==> config.mk <==
export PLATFORM = sky130hd
export DESIGN_NAME = thau_post
export DESIGN_NICKNAME = d
export VERILOG_FILES = /design/src/hw/rtl/thau_pkg.sv /design/src/hw/rtl/thau_post.sv
export SDC_FILE = /design/constraint.sdc
export NUM_CORES = 1
export LEC_CHECK = 0
export ABC_AREA = 1
export BUFFER_PORTS_ARGS = -buffer_cell sky130_fd_sc_hd__buf_2
export CAP_MARGIN = 20
export CORE_MARGIN = 1
export CORE_UTILIZATION = 49
export CTS_CLUSTER_SIZE = 25
export DETAILED_ROUTE_END_ITERATION = 12
export PLACE_DENSITY_LB_ADDON = 0.25
export SLEW_MARGIN = 10
export SYNTH_ARGS = -nofsm -noshare
export SYNTH_HDL_FRONTEND = slang
export SYNTH_SLANG_ARGS = --single-unit
==> constraint.sdc <==
create_clock -name clock -period 3.4 [get_ports clock]
set_clock_uncertainty 0.2 [all_clocks]
set_input_delay 0 -clock clock [delete_from_list [all_inputs] [get_ports clock]]
set_output_delay 0 -clock clock [all_outputs]
set_load 0.01 [all_outputs]
==> src/hw/rtl/thau_pkg.sv <==
`timescale 1ns / 1ps
// ----------------------------------------------------------------------------
// Target heading angle package
// Widths, angle constants, arctangent table and shared types.
// ----------------------------------------------------------------------------
package thau_pkg;

   localparam int COORD_WIDTH     = 24;
   localparam int CORDIC_STAGES   = 16;
   localparam int ANGLE_FRAC_BITS = 13;

   // coordinate difference and its magnitude
   localparam int DIFF_W    = COORD_WIDTH + 1;
   localparam int POS_W     = $clog2(DIFF_W);
   // magnitudes are normalized so the larger one reaches 2^NORM_BITS
   localparam int NORM_BITS = 40;
   localparam int SHIFT_W   = $clog2(NORM_BITS + 1);
   localparam int CORD_W    = NORM_BITS + 4;
   // angles in Q30 radians, range -pi..pi plus rounding headroom
   localparam int ANG_W     = 33;
   localparam int HEAD_W    = 16;
   localparam int ROUND_SH  = 30 - ANGLE_FRAC_BITS;

   localparam logic signed [ANG_W-1:0] HALF_PI_Q30 = 33'sd1686629713;
   localparam logic signed [ANG_W-1:0] ROUND_HALF  = ANG_W'(1 << (ROUND_SH - 1));
   localparam longint HEAD_LIMIT =
      (2 * 64'sd1686629713 + (64'sd1 <<< (ROUND_SH - 1))) >>> ROUND_SH;

   // atan(2^-i) in Q30, truncated
   localparam logic [31:0] ATAN_TABLE [24] = '{
      32'h3243F6A8, 32'h1DAC6705, 32'h0FADBAFC, 32'h07F56EA6,
      32'h03FEAB76, 32'h01FFD55B, 32'h00FFFAAA, 32'h007FFF55,
      32'h003FFFEA, 32'h001FFFFD, 32'h000FFFFF, 32'h0007FFFF,
      32'h0003FFFF, 32'h0001FFFF, 32'h0000FFFF, 32'h00007FFF,
      32'h00003FFF, 32'h00001FFF, 32'h00000FFF, 32'h000007FF,
      32'h000003FF, 32'h000001FF, 32'h000000FF, 32'h0000007F
   };

   typedef struct packed {
      logic dx_neg;
      logic dz_neg;
      logic dx_zero;
      logic dz_zero;
   } thau_ctl_type;

endpackage

==> src/hw/rtl/thau_post.sv <==
`timescale 1ns / 1ps
// ----------------------------------------------------------------------------
// Target heading angle back end
// Angle clamp and special cases, quadrant fold, rounding to the output format.
// ----------------------------------------------------------------------------
module thau_post (
   input  logic                              clock,
   input  logic                              reset,
   input  logic                              advance,
   input  logic                              valid_i,
   input  logic signed [thau_pkg::ANG_W-1:0]  z_i,
   input  thau_pkg::thau_ctl_type            ctl_i,
   output logic                              valid_o,
   output logic signed [thau_pkg::HEAD_W-1:0] heading_o
);
   import thau_pkg::*;

   logic signed [ANG_W-1:0] a_in, a_ff;
   thau_ctl_type            ctl_a_ff;
   logic                    va_ff;
   logic signed [ANG_W-1:0] r_in, r_ff;
   logic                    vb_ff;
   logic signed [ANG_W-1:0] biased, scaled;

   // an axis-aligned difference bypasses the rotation result
   always_comb begin
      priority if (ctl_i.dz_zero) begin
         a_in = '0;
      end else if (ctl_i.dx_zero) begin
         a_in = HALF_PI_Q30;
      end else if (z_i < 0) begin
         a_in = '0;
      end else if (z_i > HALF_PI_Q30) begin
         a_in = HALF_PI_Q30;
      end else begin
         a_in = z_i;
      end
   end

   always_comb begin
      unique case ({ctl_a_ff.dx_neg, ctl_a_ff.dz_neg})
         2'b00:   r_in = -HALF_PI_Q30 - a_ff;
         2'b01:   r_in = -HALF_PI_Q30 + a_ff;
         2'b10:   r_in = HALF_PI_Q30 + a_ff;
         default: r_in = HALF_PI_Q30 - a_ff;
      endcase
   end

   always_ff @(posedge clock) begin
      if (reset) begin
         va_ff <= 1'b0;
         vb_ff <= 1'b0;
      end else if (advance) begin
         va_ff <= valid_i;
         vb_ff <= va_ff;
      end
   end

   always_ff @(posedge clock) begin
      if (advance) begin
         a_ff     <= a_in;
         ctl_a_ff <= ctl_i;
         r_ff     <= r_in;
      end
   end

   // round half up to the output fraction
   assign biased    = r_ff + ROUND_HALF;
   assign scaled    = biased >>> ROUND_SH;
   assign valid_o   = vb_ff;
   assign heading_o = scaled[HEAD_W-1:0];
endmodule

==> results of run 1 <==
cell usage in the layout (no fill, tap or decap), types with 5 or more instances in the layout:
master         count
a31oi_1            6
nand2_2           12
nand4_1           22
xor2_1            12
nor2_1           120
buf_2             57
o21ai_0           33
o21bai_1           7
a21oi_1           81
nor2_2            12
inv_1            148
ha_1              18
nand2_1          360
nand3_1           99
nor3_1            29
xnor2_1            7
edfxtp_1          52
dlygate4sd3_1     48
inv_2              8
clkbuf_16          5
final timing paths:
| check | from | to | slack [ps] | cells past startpoint |
|---|---|---|---|---|
| worst max-delay path | ctl_a_ff[2] | r_ff[29] | 360 | 16 |
| worst min-delay path | ctl_i[0] | a_ff[30] | 30 | 2 |
| worst max register to register | ctl_a_ff[2] | r_ff[29] | 360 | 16 |
| worst min register to register | va_ff | valid_o | 260 | 2 |
metrics by stage:
stage	total power [mW]	hold slack [ps]
6_report	2.51	31.6
5_1_grt	2.67	48.9
4_1_cts	2.49	38.5
3_5_place_dp	1.89	-23.6
3_3_place_gp	1.88	-26.0
2_1_floorplan	1.61	-131
flip-flops by register name, indices dropped and copies added (netlist names):
signal / count
a_ff: 33
ctl_a_ff: 2
valid_o: 1
va_ff: 1
r_ff: 17
layer usage:
metal / share of wire [%] / GRT usage, %
met5: 0 / 0
met4: 4.4 / 14.7
met3: 8.5 / 4.86
met1: 43 / 40.1
met2: 44 / 47.4
cell type report:
class                           count  area, um2
Timing Repair Buffer              109        796
Multi-Input combinational cell    861       4130
Clock buffer                        5        125
Sequential cell                    54       1600
Clock inverter                      3       28.8
Tap cell                          172        215
Inverter                          159        602
Fill cell                        1224       5280
cell families after synthesis:
group	Yosys count	synth area share, %
buffers and inverters	191	12.1
adders and majority gates	18	3.46
and+or+nand+nor	676	44.6
AOI/OAI and AO/OA	144	12.2
other	1	0.0575
xor gates and xnor gates	21	3.05
DFF	54	24.6
worst register-to-register path: cells and delay by family (launching register included):
kind / cells / cell delay (ps)
and+or+nand+nor: 11 / 1260
adders and majority gates: 2 / 610
DFF: 1 / 400
buffers and inverters: 3 / 340
report_power, final:
group          total [mW]  switching, mW  internal, mW  leakage [nW]
Clock               0.557          0.275         0.282        0.0759
Combinational        1.05          0.680         0.367          3.06
Sequential          0.909         0.0965         0.813         0.523
Total                2.51           1.05          1.46          3.66
==> impl_metrics.env, run 1 <==
export IMPL_timing_final_ws_setup_ps=360
export IMPL_crit_fanout=31
export IMPL_grt_start_max_net_pins=33
export IMPL_yosys_most_used_dff="edfxtp_1"
export IMPL_postRouteAntennaNets=0
export IMPL_synth_area_um2=6520
export IMPL_routed_wl_um=20400
export IMPL_core_area_um2=12800
export IMPL_dieWidth_um=117
export IMPL_final_cell_area_um2=7500
export IMPL_rsz0062_at_grt="no"
export IMPL_nNetsFinal=1249
export IMPL_critPathTopFamily="simple AND/OR/NAND/NOR gates"
export IMPL_ys_ff_latch=54
export IMPL_fin_crit_ps=3040
export IMPL_layout_drive_gt1_share_pct=9.74
export IMPL_post_place_cells=1307
export IMPL_vdd_drop_max_mv=0.299
export IMPL_status="finished clean"
export IMPL_max_freq_ghz=0.329
export IMPL_ctsRootBufferMaster="clkbuf_16"
export IMPL_critPathCaptureType="flip-flop"
export IMPL_via_count=7539
export IMPL_path_clk_slew_ps=80
export IMPL_viasPerCell=5.53
export IMPL_drc=0
export IMPL_synthTopCellsByArea="edfxtp_1 (24%), nand2_1 (21%), inv_1 (8.5%)"
export IMPL_powerDensity_nw_per_um2=335
export IMPL_crit_buf_inv=3
export IMPL_cts_resized_gates=0
export IMPL_tightestPinTransition_ps=756
export IMPL_crit_chain="inv_1 > ha_1 > inv_6 > ha_1 > inv_1 > nor2_1 > nand2_1 > nor3_1 > and2_1 > nand2_1 > nand2_1 > nand2_1 > nand3_1 > nand2_1 > nand2_1 > nand2_1"
export IMPL_postSynthAreaPerCell_um2=5.90
export IMPL_grt_pass1_wl_um=33300
export IMPL_worstPathArrival_ps=2910
export IMPL_final_core_util_pct=58.7
export IMPL_yosysTopAreaCellShare_pct=24.0
export IMPL_io_pins=58
export IMPL_ys_types=46
export IMPL_area_growth_pct=15.0
export IMPL_max_slew_margin_pct=49.6
export IMPL_yosys_area_top_type="edfxtp_1"
export IMPL_synthArstFlopShare_pct=0
export IMPL_slew_viol_final=0
export IMPL_cp_required_ps=3270
export IMPL_avgRoutedWirePerCell_um=14.9
export IMPL_grt_overflow=0
export IMPL_critPathMaxStageDelay_ps=400
export IMPL_yosysWarnings=0
export IMPL_cts_tree="yes"
export IMPL_path_common_cell="nand2_1"
export IMPL_start_kind="flip-flop"
export IMPL_place_area_um2=6860
export IMPL_cts_setup_buffers=0
export IMPL_antenna_found_initial=0
export IMPL_port_buffers=57
export IMPL_row_count=41
export IMPL_fin_crit_sh_pct=89.4
export IMPL_synth_edf_count=52
export IMPL_synthCells=1105
export IMPL_setup_viol=0
export IMPL_grt_pass1_vias=6858
export IMPL_htreeDepth=2
export IMPL_first_pass_iters=5
export IMPL_fin_setup_tns_ps=0
export IMPL_grt_total_usage_pct=30.1
export IMPL_fp_dieH_um=117
export IMPL_numCtsBuffers=5
export IMPL_hold_path_class="input pin to flip-flop"
export IMPL_synth_common_cells="nand2_1 (360), inv_1 (148), nor2_1 (120)"
export IMPL_drt_iter0_markers=835
export IMPL_clock_path_buffers=2
export IMPL_synthMostInstantiatedCell="nand2_1"
export IMPL_fp_dieArea_um2=13800
export IMPL_place_worst_setup_slack_ps=409
export IMPL_cts_sinks=54
export IMPL_final_cells=1363
export IMPL_cts_hold_buffers=48
export IMPL_critPathSlowestCell="edfxtp_1"
export IMPL_cap_violations=0
export IMPL_gp_congestion=0.995
export IMPL_cellLeakagePower_nw=3.66
export IMPL_hold_viol=0
export IMPL_initial_core_util_pct=51.0
export IMPL_critPathKind="flip-flop to flip-flop"
export IMPL_hpwlAfterDp_um=15600
export IMPL_insertion_delay_ps=310
export IMPL_diodes=0
export IMPL_ys_seq_area_share_pct=24.6
Power figures use the tool's default switching activity.
==> run 2, diff against run 1 <==
CTS_CLUSTER_SIZE = 28   (was 25)
GPL_TIMING_DRIVEN = 0   (was not set)
==> impl_metrics.env, run 2 (synthesized netlist as in run 1, its figures left out) <==
export IMPL_diodes=0
export IMPL_final_cell_area_um2=7640
export IMPL_drc=0
export IMPL_fp_dieArea_um2=13800
export IMPL_drt_iter0_markers=638
export IMPL_place_area_um2=7010
export IMPL_fill_cells=1263
export IMPL_fin_crit_ps=3190
export IMPL_final_common_cell="nand2_1"
export IMPL_postRouteAntennaNets=0
export IMPL_cap_violations=0
export IMPL_hold_viol=15
export IMPL_cellLeakagePower_nw=3.73
export IMPL_antenna_found_initial=0
export IMPL_max_slew_margin_pct=64.2
export IMPL_htreeDepth=2
export IMPL_first_pass_iters=5
export IMPL_layout_drive_gt1_share_pct=11.5
export IMPL_post_place_cells=1333
export IMPL_power_switching_mw=1.05
export IMPL_via_count=7514
export IMPL_critPathCaptureType="flip-flop"
export IMPL_hold_path_class="input pin to flip-flop"
export IMPL_power_share_sequential_pct=34.7
export IMPL_fin_setup_tns_ps=0
export IMPL_grt_pass1_vias=7005
export IMPL_avgRoutedWirePerCell_um=15.0
export IMPL_regToRegSetupSlack_ps=210
export IMPL_clockPowerShare_pct=21.1
export IMPL_status="finished with violations"
export IMPL_gp_congestion=0.984
export IMPL_clock_path_buffers=2
export IMPL_io_pins=58
export IMPL_final_cells=1383
export IMPL_largest_register_ff_count=33
export IMPL_rsz0062_at_grt="no"
export IMPL_setup_viol=0
export IMPL_critPathKind="flip-flop to flip-flop"
export IMPL_hold_slack_ps=-15.1
export IMPL_rr_endpoint="r_ff[29]"
export IMPL_critPathSlowestCell="edfxtp_1"
export IMPL_critPathMaxStageDelay_ps=400
export IMPL_tightestPinTransition_ps=532
export IMPL_combPwrFrac_pct=44.2
export IMPL_area_growth_pct=17.2
export IMPL_grt_overflow=0
export IMPL_worstSetupEndpoint="r_ff[29]"
export IMPL_multi_input_area_um2=4170
export IMPL_routed_wl_um=20700
export IMPL_crit_start="ctl_a_ff[2]"
export IMPL_path_common_cell="nand2_1"
export IMPL_r2r_start="ctl_a_ff[2]"
export IMPL_initial_core_util_pct=51.0
export IMPL_fp_dieH_um=117
export IMPL_vdd_drop_max_mv=0.231
export IMPL_insertion_delay_ps=300
export IMPL_ctsRootBufferMaster="clkbuf_16"
export IMPL_crit_chain="inv_1 > ha_1 > buf_6 > inv_6 > buf_6 > ha_1 > inv_1 > nor2_4 > nand2_2 > nor3_4 > and2_1 > nand2_1 > nand2_1 > nand2_1 > nand3_1 > nand2_1 > nand2_1 > nand2_1"
export IMPL_viasPerCell=5.43
export IMPL_cts_sinks=54
export IMPL_layout_common_cells="nand2_1 (359), inv_1 (148), nor2_1 (116)"
export IMPL_numCtsBuffers=5
export IMPL_violations="negative hold slack"
export IMPL_crit_fanout=22
export IMPL_grt_start_max_net_pins=56
export IMPL_dieWidth_um=117
export IMPL_grt_total_usage_pct=30.3
export IMPL_start_kind="flip-flop"
export IMPL_worstPathArrival_ps=3040
export IMPL_cts_tree="yes"
export IMPL_powerDensity_nw_per_um2=331
export IMPL_row_count=41
export IMPL_cts_setup_buffers=0
export IMPL_final_core_util_pct=59.8
export IMPL_reg2reg_depth=18
export IMPL_path_clk_slew_ps=80
export IMPL_internal_power_mw=1.48
export IMPL_hpwlAfterDp_um=16400
export IMPL_cp_required_ps=3260
export IMPL_fin_crit_sh_pct=93.8
export IMPL_port_buffers=55
export IMPL_slew_viol_final=0
export IMPL_max_freq_ghz=0.314
export IMPL_core_area_um2=12800
export IMPL_nNetsFinal=1269
export IMPL_largestRegisters="a_ff (33), r_ff (17), ctl_a_ff (2)"
export IMPL_switching_share_pct=41.5
export IMPL_ff_latch_area_um2=1600
export IMPL_grt_pass1_wl_um=33500
export IMPL_regMostFlops="a_ff"
run 2: how the worst min path moves through the flow:
stage | from | endpoint | depth (start not counted)
CTS | z_i[32] | a_ff[5] | 4
floorplan | reset | va_ff | 1
detailed placement | ctl_i[3] | ctl_a_ff[3] | 1
global route | advance | a_ff[31] | 1
finish | advance | valid_o | 3
global placement | reset | valid_o | 2
run 2: power by group through the flow:
stage          clock, mW  sequential (mW)  combinational (mW)
2_1_floorplan          0            0.867               0.746
3_3_place_gp           0            0.888                1.03
3_5_place_dp           0            0.891                1.04
4_1_cts            0.538            0.876                1.08
5_1_grt            0.560            0.884                1.24
6_report           0.534            0.877                1.12
run 2: repair_timing:
action,in CTS,in global routing
hold buffers,41,0
setup endpoints to repair,0,3
resized for setup,0,13
hold endpoints to repair,35,0
run 2: critical path, delay by kind of cell (launching register included):
family / cells / cell delay [ps]
adder cells (fa/ha/maj): 2 / 510
buffers and inverters: 5 / 670
AND/OR/NAND/NOR: 11 / 1150
flip-flops: 1 / 400
run 2: cell type report:
type,instances,share of cell area [%]
well taps,172,2.82
repair buffers,97,9.24
flip-flops and latches,54,21.0
plain buffers,32,2.47
clock buffers,5,1.64
multi-input cells,861,54.6
clock inverters,3,0.377
inverters,159,7.88
run 2: metal layers:
layer	GRT usage, %	vias up	part of all wire [%]
met5	0	-	0
met4	11.9	0	3.6
met3	4.43	56	8.0
met2	49.5	335	44
met1	40.1	3353	44
li1	-	3770	-
run 2: stage by stage:
| stage | power (mW) | worst slack [ps] |
|---|---|---|
| floorplan | 1.61 | 746 |
| global placement | 1.92 | 132 |
| detailed placement | 1.93 | 71.7 |
| CTS | 2.49 | 53.7 |
| global route | 2.69 | 0.300 |
| finish | 2.53 | 212 |
