<file path="src/hw/rtl/thau_pkg.sv">
`timescale 1ns / 1ps
// ----------------------------------------------------------------------------
// Target heading angle package
// Widths, angle constants, arctangent table and shared types.
// ----------------------------------------------------------------------------
package thau_pkg;

   localparam int COORD_WIDTH     = 24;
   localparam int CORDIC_STAGES   = 16;
   localparam int ANGLE_FRAC_BITS = 13;

   // coordinate difference and its magnitude
   localparam int DIFF_W    = COORD_WIDTH + 1;
   localparam int POS_W     = $clog2(DIFF_W);
   // magnitudes are normalized so the larger one reaches 2^NORM_BITS
   localparam int NORM_BITS = 40;
   localparam int SHIFT_W   = $clog2(NORM_BITS + 1);
   localparam int CORD_W    = NORM_BITS + 4;
   // angles in Q30 radians, range -pi..pi plus rounding headroom
   localparam int ANG_W     = 33;
   localparam int HEAD_W    = 16;
   localparam int ROUND_SH  = 30 - ANGLE_FRAC_BITS;

   localparam logic signed [ANG_W-1:0] HALF_PI_Q30 = 33'sd1686629713;
   localparam logic signed [ANG_W-1:0] ROUND_HALF  = ANG_W'(1 << (ROUND_SH - 1));
   localparam longint HEAD_LIMIT =
      (2 * 64'sd1686629713 + (64'sd1 <<< (ROUND_SH - 1))) >>> ROUND_SH;

   // atan(2^-i) in Q30, truncated
   localparam logic [31:0] ATAN_TABLE [24] = '{
      32'h3243F6A8, 32'h1DAC6705, 32'h0FADBAFC, 32'h07F56EA6,
      32'h03FEAB76, 32'h01FFD55B, 32'h00FFFAAA, 32'h007FFF55,
      32'h003FFFEA, 32'h001FFFFD, 32'h000FFFFF, 32'h0007FFFF,
      32'h0003FFFF, 32'h0001FFFF, 32'h0000FFFF, 32'h00007FFF,
      32'h00003FFF, 32'h00001FFF, 32'h00000FFF, 32'h000007FF,
      32'h000003FF, 32'h000001FF, 32'h000000FF, 32'h0000007F
   };

   typedef struct packed {
      logic dx_neg;
      logic dz_neg;
      logic dx_zero;
      logic dz_zero;
   } thau_ctl_type;

endpackage

</file>
<file path="src/hw/rtl/thau_norm.sv">
`timescale 1ns / 1ps
// ----------------------------------------------------------------------------
// Target heading angle front end
// Difference, magnitude, leading-one search and normalizing shift, four stages.
// ----------------------------------------------------------------------------
module thau_norm (
   input  logic                                   clock,
   input  logic                                   reset,
   input  logic                                   advance,
   input  logic                                   valid_i,
   input  logic signed [thau_pkg::COORD_WIDTH-1:0] source_x,
   input  logic signed [thau_pkg::COORD_WIDTH-1:0] source_z,
   input  logic signed [thau_pkg::COORD_WIDTH-1:0] target_x,
   input  logic signed [thau_pkg::COORD_WIDTH-1:0] target_z,
   output logic                                   valid_o,
   output logic signed [thau_pkg::CORD_W-1:0]      x_o,
   output logic signed [thau_pkg::CORD_W-1:0]      y_o,
   output thau_pkg::thau_ctl_type                 ctl_o
);
   import thau_pkg::*;

   // stage 1: differences
   logic signed [DIFF_W-1:0] dx_in, dz_in, dx_ff, dz_ff;
   logic                     v1_ff;
   // stage 2: magnitudes and quadrant flags
   logic [DIFF_W-1:0]        mx_in, mz_in, mx2_ff, mz2_ff;
   thau_ctl_type             ctl_in, ctl2_ff, ctl3_ff, ctl4_ff;
   logic                     v2_ff;
   // stage 3: shift amount
   logic [DIFF_W-1:0]        any_bits;
   logic [POS_W-1:0]         lead_pos;
   logic [SHIFT_W-1:0]       sh_in, sh3_ff;
   logic [DIFF_W-1:0]        mx3_ff, mz3_ff;
   logic                     v3_ff;
   // stage 4: normalized vector
   logic signed [CORD_W-1:0] x_in, y_in, x_ff, y_ff;
   logic                     v4_ff;

   assign dx_in = {target_x[COORD_WIDTH-1], target_x} - {source_x[COORD_WIDTH-1], source_x};
   assign dz_in = {target_z[COORD_WIDTH-1], target_z} - {source_z[COORD_WIDTH-1], source_z};

   assign mx_in = dx_ff[DIFF_W-1] ? DIFF_W'(-dx_ff) : DIFF_W'(dx_ff);
   assign mz_in = dz_ff[DIFF_W-1] ? DIFF_W'(-dz_ff) : DIFF_W'(dz_ff);
   assign ctl_in = '{dx_neg:  dx_ff[DIFF_W-1],
                     dz_neg:  dz_ff[DIFF_W-1],
                     dx_zero: (dx_ff == '0),
                     dz_zero: (dz_ff == '0)};

   // highest set bit of either magnitude is the highest bit of the larger one
   assign any_bits = mx2_ff | mz2_ff;
   always_comb begin
      lead_pos = '0;
      for (int i = 0; i < DIFF_W; i++) begin
         if (any_bits[i]) begin
            lead_pos = POS_W'(i);
         end
      end
   end
   assign sh_in = SHIFT_W'(NORM_BITS) - SHIFT_W'(lead_pos);

   assign x_in = CORD_W'(mx3_ff) << sh3_ff;
   assign y_in = CORD_W'(mz3_ff) << sh3_ff;

   always_ff @(posedge clock) begin
      if (reset) begin
         v1_ff <= 1'b0;
         v2_ff <= 1'b0;
         v3_ff <= 1'b0;
         v4_ff <= 1'b0;
      end else if (advance) begin
         v1_ff <= valid_i;
         v2_ff <= v1_ff;
         v3_ff <= v2_ff;
         v4_ff <= v3_ff;
      end
   end

   always_ff @(posedge clock) begin
      if (advance) begin
         dx_ff   <= dx_in;
         dz_ff   <= dz_in;
         mx2_ff  <= mx_in;
         mz2_ff  <= mz_in;
         ctl2_ff <= ctl_in;
         mx3_ff  <= mx2_ff;
         mz3_ff  <= mz2_ff;
         sh3_ff  <= sh_in;
         ctl3_ff <= ctl2_ff;
         x_ff    <= x_in;
         y_ff    <= y_in;
         ctl4_ff <= ctl3_ff;
      end
   end

   assign valid_o = v4_ff;
   assign x_o     = x_ff;
   assign y_o     = y_ff;
   assign ctl_o   = ctl4_ff;
endmodule

</file>
<file path="config.mk">
export PLATFORM = sky130hd
export DESIGN_NAME = thau_norm
export DESIGN_NICKNAME = d
export VERILOG_FILES = /design/src/hw/rtl/thau_pkg.sv /design/src/hw/rtl/thau_norm.sv
export SDC_FILE = /design/constraint.sdc
export NUM_CORES = 1
export LEC_CHECK = 0
export BUFFER_PORTS_ARGS = -buffer_cell sky130_fd_sc_hd__buf_2
export CAP_MARGIN = 20
export CORE_ASPECT_RATIO = 0.75
export CORE_MARGIN = 2
export CORE_UTILIZATION = 24
export DETAILED_ROUTE_END_ITERATION = 8
export MAX_ROUTING_LAYER = met4
export PLACE_DENSITY = 0.51
export SYNTH_ARGS = -nofsm -noshare
export SYNTH_HDL_FRONTEND = slang
export SYNTH_SLANG_ARGS = --single-unit
export TNS_END_PERCENT = 100
</file>
<file path="constraint.sdc">
create_clock -name clock -period 5.3 [get_ports clock]
set_input_delay 0 -clock clock [delete_from_list [all_inputs] [get_ports clock]]
set_output_delay 0 -clock clock [all_outputs]
set_load 0.01 [all_outputs]
</file>
==> reports/results.txt, run 1 <==
Top Ports: 193
Post-DP HPWL: 30.46 mm
total gr overflow: 0
Max Clock Skew: 51.83 ps
Vias: 11140
die span in x: 291.8 µm
share of cells above drive strength 1: 0.2071
average vias per placed instance: 4.655
Primary FF master, synth: edfxtp_1
Sw Pwr: 1879 µW
core area: 61780 µm²
Die H: 219.9 µm
R2R setup slack: 2290 ps
setup TNS: 0 ps
Lkg Pwr: 0.007105 µW
most common cell after layout, fill and taps aside: edfxtp_1
Area Overhead vs Synth: 24.09%
Cell Area, Placed: 16740 µm²
DRC: 0
EDFF count, synth: 256
Rel. slew slack: 0.3845
Critical Path RT: 5590 ps
CTS tree: done
Detail Route Antenna Nets: 0
Slew @ Worst Pin: 923.3 ps
initial antenna violation count: 0
CP endpoint: y_o[39]
crit-path cells: buf_4 > nor2b_1 > a211oi_1 > a21oi_1 > mux2i_1 > nor2_1 > a21oi_1 > o21ai_0
PD cells: 340.8 nW/µm²
total CTS buffers: 30
Avg Cell Area, Syn: 11.37 µm²
Post-Route WL: 40.84 mm
fmax: 332.2 MHz
largest net degree at the start of global routing: 113
WP buf/inv: 1
clock share of power: 0.325
Power Internal: 4427 µW
PortBufs: 192
row cnt: 79
max cap viols: 0
reg2reg path depth: 8
Yosys cell types: 61
uppermost layer routed: met4
Hold Path Origin: source_z[8]
CTS HTree Levels: 1
Comb power frac: 0.225
Root Buffer: clkbuf_16
crit path from: sh3_ff[0]
gpl congestion: 0.8632
most frequent cells in the layout: edfxtp_1, buf_2, nor2_1, nand2_1, inv_1
Setup Crit Path Kind: reg -> reg
Tmin final: 3010 ps
peak supply drop: 0.0002903 V
CP Depth: 8
clk slew on worst S/H paths: 60 ps
Post-synth ARST share: 0
CP endpoint kind: flop
number of global-route vias before repair: 10620
Pre-antenna DRT Iters: 4
crit-path leading delay family: compound AO/OA/AOI/OAI gates
met3 WL: 2.078 mm
#FFs+latches synth: 260
synth warn: 0
Initial Util: 0.2414
Startpoint Class: flop
Slew Viols, Final: 0
endpoints failing hold: 0
RSZ-0062 raised after global routing: false
# Post-CTS Setup Buffers: 0
Seq/Total Area, Yosys: 0.5209
part of the power in registers: 0.450
Bufs on Longest Clock Path: 3
Final setup viols: 0
status: finished clean
signal arrival time at the worst endpoint: 3300 ps
diode count: 0
first-pass GRT wire length: 62.70 mm
CP max FO: 59
nets@finish: 1716
WL met1: 20.18 mm
final core occ: 0.2995
Die Area: 64160 µm²
Design Area, Final: 18500 µm²
Final period util: 0.5680
CTS sink count: 260
All-Layer GR Usage: 0.1277
Switching Fraction: 0.2979
WL met2: 17.89 mm
worst r2r dst: y_o[39]
Initial DRC Count: 821
highest cell delay on the worst timing path: 670 ps
worst-skew pair later-pin latency: 610 ps
worst r2r src: sh3_ff[0]
syn nets: 1464
Crit path top cell by count: a21oi_1
CP max-delay cell: buf_4
HP Class: in -> reg
cell area after synthesis: 14910 µm²
cell count after synthesis: 1311
DR WL/cell: 17.06 µm
[cells in the mapped netlist, drive strengths merged (18+ instances only)]
library cell | count | share of area
nor2b | 18 | 0.0076
ha | 51 | 0.043
nand2 | 86 | 0.022
inv | 82 | 0.021
nor3 | 19 | 0.0064
edfxtp | 256 | 0.52
mux4 | 34 | 0.051
nor2 | 158 | 0.040
mux2i | 45 | 0.030
a21oi | 54 | 0.018
mux2 | 35 | 0.026
o31ai | 19 | 0.0096
xnor2 | 65 | 0.038
a31oi | 20 | 0.0084
a211oi | 23 | 0.012
o21ai | 66 | 0.022
nand3 | 22 | 0.0074
clkbuf | 45 | 0.011
[cells by family after synthesis]
logic type                 Yosys count  share of synthesized area
and+or+nand+nor                    374                     0.1157
AOI/OAI and AO/OA                  289                     0.1266
DFF                                260                     0.5209
buffers and inverters              141                    0.03633
muxes                              114                     0.1080
xor gates and xnor gates            80                    0.04699
adders and majority gates           53                    0.04548
[power groups by stage]
stage / clock (µW) / sequential, µW / combinational (µW)
final: 2050 / 2840 / 1420
after global routing: 2190 / 2870 / 1570
after CTS: 2120 / 2840 / 1420
after detailed placement: 0 / 2880 / 1350
after global placement: 0 / 2880 / 1340
after floorplan: 0 / 2790 / 913
[registers in the layout, summed over array words and instances (netlist names), 6 cells and up]
name	flops
x_o	44
y_o	44
dx_ff	25
dz_ff	25
mx2_ff	25
mx3_ff	25
mz2_ff	25
mz3_ff	25
sh3_ff	6
[cell type report]
type,count,area [µm²]
Fill cell,6273,43270
Clock inverter,20,219.0
Sequential cell,260,7767
Clock buffer,33,762.0
Inverter,82,307.8
Timing Repair Buffer,279,1832
Tap cell,810,1013
Multi-Input combinational cell,910,6603
[worst min-delay path: stages]
cell,delay (ps)
buf_2,90
inv_1,40
ha_1,240
xnor2_1,140
[timing repair]
item                                   CTS  global route
gates resized for setup                  0             0
endpoints found under the hold margin  133             0
hold buffers                            78             0
[metrics by stage]
stage,setup WS [ps],power [µW],instances,hold slack [ps]
6_report,2290,6306,2394,19.61
5_1_grt,2043,6635,2394,37.24
4_1_cts,2360,6385,2394,0.6661
3_5_place_dp,2409,4234,2263,221.7
3_3_place_gp,2403,4219,2263,201.8
2_1_floorplan,2931,3703,1311,72.38
[worst min-delay path by stage]
stage,endpoint,slack [ps],depth (start not counted)
after floorplan,v1_ff,70,1
after global placement,v1_ff,200,2
after detailed placement,v1_ff,220,2
after CTS,dz_ff[8],0.7,4
after global routing,dz_ff[13],40,4
final,dz_ff[8],20,4
[layer usage]
layer / GRT usage / vias to the layer above
met1: 0.1822 / 5355
met4: 0.02388 / 0
met2: 0.1934 / 310
met3: 0.01886 / 51
met5: - / -
li1: - / 5427
Power figures use the tool's default switching activity.
==> run 2: changes to the inputs <==
- PLACE_DENSITY: 0.51 -> 0.52
- clock period: 5.3 -> 2.6 ns (I/O delays scaled with it)
==> reports/results.txt, run 2 (synthesis gave the netlist of run 1 again) <==
crit-path cells: or4_4 > or3_4 > or3_4 > or4_4 > nor2_1
Vias: 11220 (+0.68%)
total CTS buffers: 27 (-10%)
Design Area, Final: 18640 µm² (+0.76%)
gpl congestion: 0.8684 (+0.60%)
Final period util: 0.9640 (+0.3960)
most frequent cells in the layout: edfxtp_1, buf_2, nor2_1, nand2_1, inv_1
total gr overflow: 0 (unchanged)
first-pass GRT wire length: 61.40 mm (-2.1%)
clk slew on worst S/H paths: 60 ps (about the same)
diode count: 0 (unchanged)
die span in x: 291.8 µm (unchanged)
Initial DRC Count: 918 (+12%)
Critical Path RT: 3030 ps (-2560 ps)
DR WL/cell: 16.71 µm (-2.1%)
number of global-route vias before repair: 10450 (-1.6%)
WL met1: 20.12 mm (-0.28%)
WL met2: 17.27 mm (-3.4%)
Cell Area, Placed: 17140 µm² (+2.4%)
Final setup viols: 0 (unchanged)
uppermost layer routed: met4
Rel. slew slack: 0.4610 (+0.07655)
Die H: 219.9 µm (unchanged)
Max Clock Skew: 21.81 ps (-30.01 ps)
WP buf/inv: 0 (-1)
HP Class: in -> reg
row cnt: 79 (unchanged)
DRC: 0 (unchanged)
All-Layer GR Usage: 0.1255 (-0.002278)
R2R setup slack: 90 ps (-2200 ps)
CTS sink count: 260 (unchanged)
Top Ports: 193 (unchanged)
Startpoint Class: flop
core area: 61780 µm² (unchanged)
Post-Route WL: 40.32 mm (-1.3%)
initial antenna violation count: 0 (unchanged)
Area Overhead vs Synth: 25.03%
CP endpoint kind: flop
Pre-antenna DRT Iters: 5 (+1)
status: finished clean
worst-skew pair later-pin latency: 580 ps (-30 ps)
Slew @ Worst Pin: 808.5 ps (-114.8 ps)
average vias per placed instance: 4.649 (-0.11%)
Total Power: 12670 µW (+100%)
Tmin final: 2506 ps (-504.0 ps)
CP max FO: 6 (-90%)
PD cells: 679.8 nW/µm² (+99%)
Post-DP HPWL: 30.55 mm (+0.32%)
nets@finish: 1738 (+1.3%)
fmax: 399.0 MHz (+20%)
Slew Viols, Final: 0 (unchanged)
RSZ-0062 raised after global routing: true
peak supply drop: 0.0004958 V (+71%)
PortBufs: 192 (unchanged)
fillcell total: 6298 (+0.40%)
Bufs on Longest Clock Path: 3 (unchanged)
endpoints failing hold: 0 (unchanged)
Detail Route Antenna Nets: 0 (unchanged)
Die Area: 64160 µm² (unchanged)
Root Buffer: clkbuf_16
signal arrival time at the worst endpoint: 2940 ps (-360 ps)
crit-path leading delay family: simple AND/OR/NAND/NOR gates
Initial Util: 0.2414 (unchanged)
most common cell after layout, fill and taps aside: edfxtp_1
largest net degree at the start of global routing: 88 (-22%)
CTS tree: done
Setup Crit Path Kind: reg -> reg
CP max-delay cell: or4_4
met3 WL: 1.942 mm (-6.5%)
CTS HTree Levels: 1 (unchanged)
max cap viols: 0 (unchanged)
share of cells above drive strength 1: 0.2289 (+0.02188)
Lkg Pwr: 0.007223 µW (+1.7%)
highest cell delay on the worst timing path: 550 ps (-120 ps)
==> run 2: cell types whose count changed in the layout (fill, tap and decap cells not counted), sizes merged <==
cell / delta
buf: +41
dlygate4sd3: -16
clkbuf: -6
==> run 2: metal layers <==
layer  track usage  up-vias
met5             -        -
met4       0.03093        0
met3       0.01947       59
met2        0.1828      312
met1        0.1814     5386
li1              -     5462
==> run 2: final cells by class <==
type                       count  area (µm²)  share of cell area
clock buffer                  27       675.6             0.03624
clock inverter                20       196.4             0.01054
inverter                      82       307.8             0.01651
multi-input combinational    910        6616              0.3549
sequential                   260        7767              0.4166
tap                          810        1013             0.05436
timing repair buffer         304        2067              0.1109
==> run 2: report_power, final <==
group | total [µW] | switching, µW | internal (µW)
sequential | 5770 | 465 | 5310
combinational | 3020 | 1630 | 1390
clock | 3880 | 1690 | 2200
==> run 2: worst paths after layout <==
check / from / end / cells after the start
max: dx_ff[6] / mx2_ff[24] / 5
min: source_z[6] / dz_ff[6] / 5
max reg2reg: dx_ff[6] / mx2_ff[24] / 5
min reg2reg: ctl3_ff[2] / ctl_o[2] / 0
==> run 2: metrics by stage <==
stage | worst slack, ps | TNS, ps | hold slack (ps) | cells | util
2_1_floorplan | 231.2 | 0 | 72.38 | 1311 | -
3_3_place_gp | 94.44 | 0 | 201.6 | 2304 | 0.2774
3_5_place_dp | 80.65 | 0 | 208.2 | 2304 | 0.2774
4_1_cts | 65.35 | 0 | 2.073 | 2413 | 0.3016
5_1_grt | -0.6877 | -0.6877 | 46.09 | 2413 | 0.3018
6_report | 93.54 | 0 | 26.73 | 2413 | 0.3018
==> run 2: worst register-to-register path: stages, from the launching register on <==
cell	delay (ps)
edfxtp_1	430
or4_4	550
or3_4	360
or3_4	420
or4_4	490
nor2_1	120
==> run 2: timing repair <==
| item | in CTS | in global routing |
|---|---|---|
| setup buffers | 0 | 0 |
| gates resized for setup | 0 | 8 |
| hold buffers | 62 | 0 |
| endpoints found under the setup margin | 0 | 6 |
| endpoints found under the hold margin | 58 | 0 |
==> run 3: changes to the inputs <==
- clock period: 2.6 -> 2.11 ns (I/O delays scaled with it)
==> reports/results.txt, run 3 (synthesis gave the netlist of run 1 again) <==
placed cell count: 2469 (+7.2%)
RSZ-0062 raised after global routing: true
Cell Area, Placed: 18480 µm² (+7.8%)
diode count: 0 (unchanged)
Tmin final: 2432 ps (-74.43 ps)
worst r2r dst: y_o[32]
WP buf/inv: 4 (+4)
most frequent cells in the layout: edfxtp_1, buf_4, buf_2, nor2_1, inv_1
DR WL/cell: 16.64 µm (-0.38%)
CP max-delay cell: mux4_2
Sw Pwr: 5328 µW (+41%)
reg2reg path depth: 9 (+4)
Slew @ Worst Pin: 1265 ps (+456.3 ps)
DRC: 0 (unchanged)
Initial DRC Count: 752 (-18%)
Die Area: 64160 µm² (unchanged)
die span in x: 291.8 µm (unchanged)
CP Depth: 9 (+4)
Bufs on Longest Clock Path: 3 (unchanged)
total CTS buffers: 29 (+7.4%)
Final period util: 1.153 (+0.1886)
CP endpoint kind: flop
setup TNS: -17120 ps (-17120 ps)
Critical Path RT: 2430 ps (-600 ps)
failing checks: setup timing
Top Ports: 193 (unchanged)
number of global-route vias before repair: 11600 (+11%)
met3 GRT Util: 0.01916 (-0.0003026)
status: complete, but fails checks
core area: 61780 µm² (unchanged)
Crit path top cell by count: buf_6
part of the power in registers: 0.398 (-0.057)
All-Layer GR Usage: 0.1352 (+0.009736)
Setup Crit Path Kind: reg -> reg
R2R setup slack: -320 ps (-420 ps)
CTS tree: done
total gr overflow: 0 (unchanged)
Max Clock Skew: 15.11 ps (-6.701 ps)
Die H: 219.9 µm (unchanged)
nets@finish: 1941 (+12%)
fmax: 411.2 MHz (+3.1%)
Design Area, Final: 21800 µm² (+17%)
PD cells: 814.9 nW/µm² (+20%)
Post-Route WL: 43.56 mm (+8.0%)
highest cell delay on the worst timing path: 440 ps (-110 ps)
Lkg Pwr: 0.008614 µW (+19%)
crit-path cells: buf_6 > buf_6 > buf_16 > buf_4 > mux4_2 > mux2_4 > o21ai_2 > o22a_1 > o22ai_2
crit path from: sh3_ff[0]
GR Layer Usage met2: 0.2108 (+0.02802)
Rel. slew slack: 0.1568 (-0.3042)
CTS sink count: 260 (unchanged)
Pre-antenna DRT Iters: 6 (+1)
met1 Use GR: 0.1880 (+0.006593)
initial antenna violation count: 0 (unchanged)
CP max FO: 5 (-1)
gpl congestion: 0.8734 (+0.58%)
most common cell after layout, fill and taps aside: edfxtp_1
average vias per placed instance: 4.572 (-1.7%)
CTS HTree Levels: 1 (unchanged)
Area Overhead vs Synth: 46.20%
Final Non-Filler Cells: 2617 (+8.5%)
Slew Viols, Final: 0 (unchanged)
final core occ: 0.3529 (+0.05110)
CP endpoint: y_o[32]
Post-DP HPWL: 32.76 mm (+7.2%)
Startpoint Class: flop
PortBufs: 192 (unchanged)
row cnt: 79 (unchanged)
worst-skew pair later-pin latency: 590 ps (about the same)
peak supply drop: 0.0006617 V (+33%)
Vias: 11970 (+6.6%)
Detail Route Antenna Nets: 0 (unchanged)
Final setup viols: 106 (+106)
largest net degree at the start of global routing: 71 (-19%)
crit-path leading delay family: multiplexers
Switching Fraction: 0.2999 (+0.001652)
endpoints failing hold: 0 (unchanged)
worst r2r src: sh3_ff[0]
HP Class: in -> reg
Power Internal: 12440 µW (+40%)
max cap viols: 0 (unchanged)
Root Buffer: clkbuf_16
first-pass GRT wire length: 66.45 mm (+8.2%)
Initial Util: 0.2414 (unchanged)
Comb power frac: 0.313 (+0.075)
share of cells above drive strength 1: 0.4333 (+0.2044)
clock share of power: 0.288 (-0.018)
signal arrival time at the worst endpoint: 2750 ps (-190 ps)
clk slew on worst S/H paths: 60 ps (about the same)
busiest grt layer: met2
post-route worst setup slack: -322.0 ps (-415.6 ps)
-- run 3: changes by cell type in the layout (fill, tap and decap cells not counted), moves of 14 or more --
cell	change
buf_4	+165
o21ai_0	-34
nor2_1	-40
nor2_2	+37
a21oi_1	-14
mux2i_1	-28
mux2i_4	+15
mux2_2	-26
mux2_4	+26
buf_6	+34
nand2_1	-24
nand2_2	+18
o21ai_2	+25
-- run 3: stage by stage --
| step | hold slack (ps) | setup slack, ps | power, µW |
|---|---|---|---|
| after floorplan | 72.38 | -215.5 | 9335 |
| final | 14.14 | -322.0 | 17770 |
| after CTS | 3.283 | -290.2 | 17510 |
| after global routing | 20.90 | -398.8 | 18640 |
| after global placement | 200.6 | -356.9 | 11460 |
| after detailed placement | 205.4 | -353.8 | 11510 |
-- run 3: repair_timing --
| action | CTS | global route |
|---|---|---|
| hold endpoints to repair | 76 | 0 |
| pin swaps | 55 | 46 |
| resized for setup | 231 | 130 |
| setup buffers | 28 | 25 |
| setup endpoints to repair | 104 | 119 |
| hold buffers | 54 | 0 |
| gates cloned | 4 | 0 |
-- run 3: how the worst min path moves through the flow --
stage	end	cells past startpoint	startpoint	slack, ps
floorplan	v1_ff	1	reset	70
global placement	v2_ff	2	reset	200
detailed placement	v2_ff	2	reset	210
CTS	dx_ff[5]	4	target_x[5]	3
global route	dx_ff[5]	4	target_x[5]	20
finish	dx_ff[5]	4	target_x[5]	10
-- run 3: worst register-to-register path: cells and delay by family (launching register included) --
family | cells | cell delay (ps)
buffers and inverters | 4 | 570
muxes | 2 | 760
AOI/OAI and AO/OA | 3 | 420
DFF | 1 | 420
-- run 3: area by class of cell --
cell class / instances / area, µm²
clock buffers: 33 / 740.7
well taps: 810 / 1013
repair buffers: 505 / 3809
multi-input cells: 910 / 7958
inverters: 82 / 307.8
flip-flops and latches: 260 / 7767
fillers: 6081 / 39980
clock inverters: 17 / 205.2
-- run 3: power by group through the flow --
stage	clock network, µW	logic [µW]	registers (µW)
finish	5120	5570	7080
global route	5470	6020	7150
CTS	5280	5180	7050
detailed placement	0	4380	7140
global placement	0	4340	7120
floorplan	0	2320	7020
-- run 3: metal layers --
layer	vias to the layer above	routed length, µm
met5	-	0
met4	0	813
met3	50	2068
met2	285	19890
met1	5751	20790
li1	5879	-
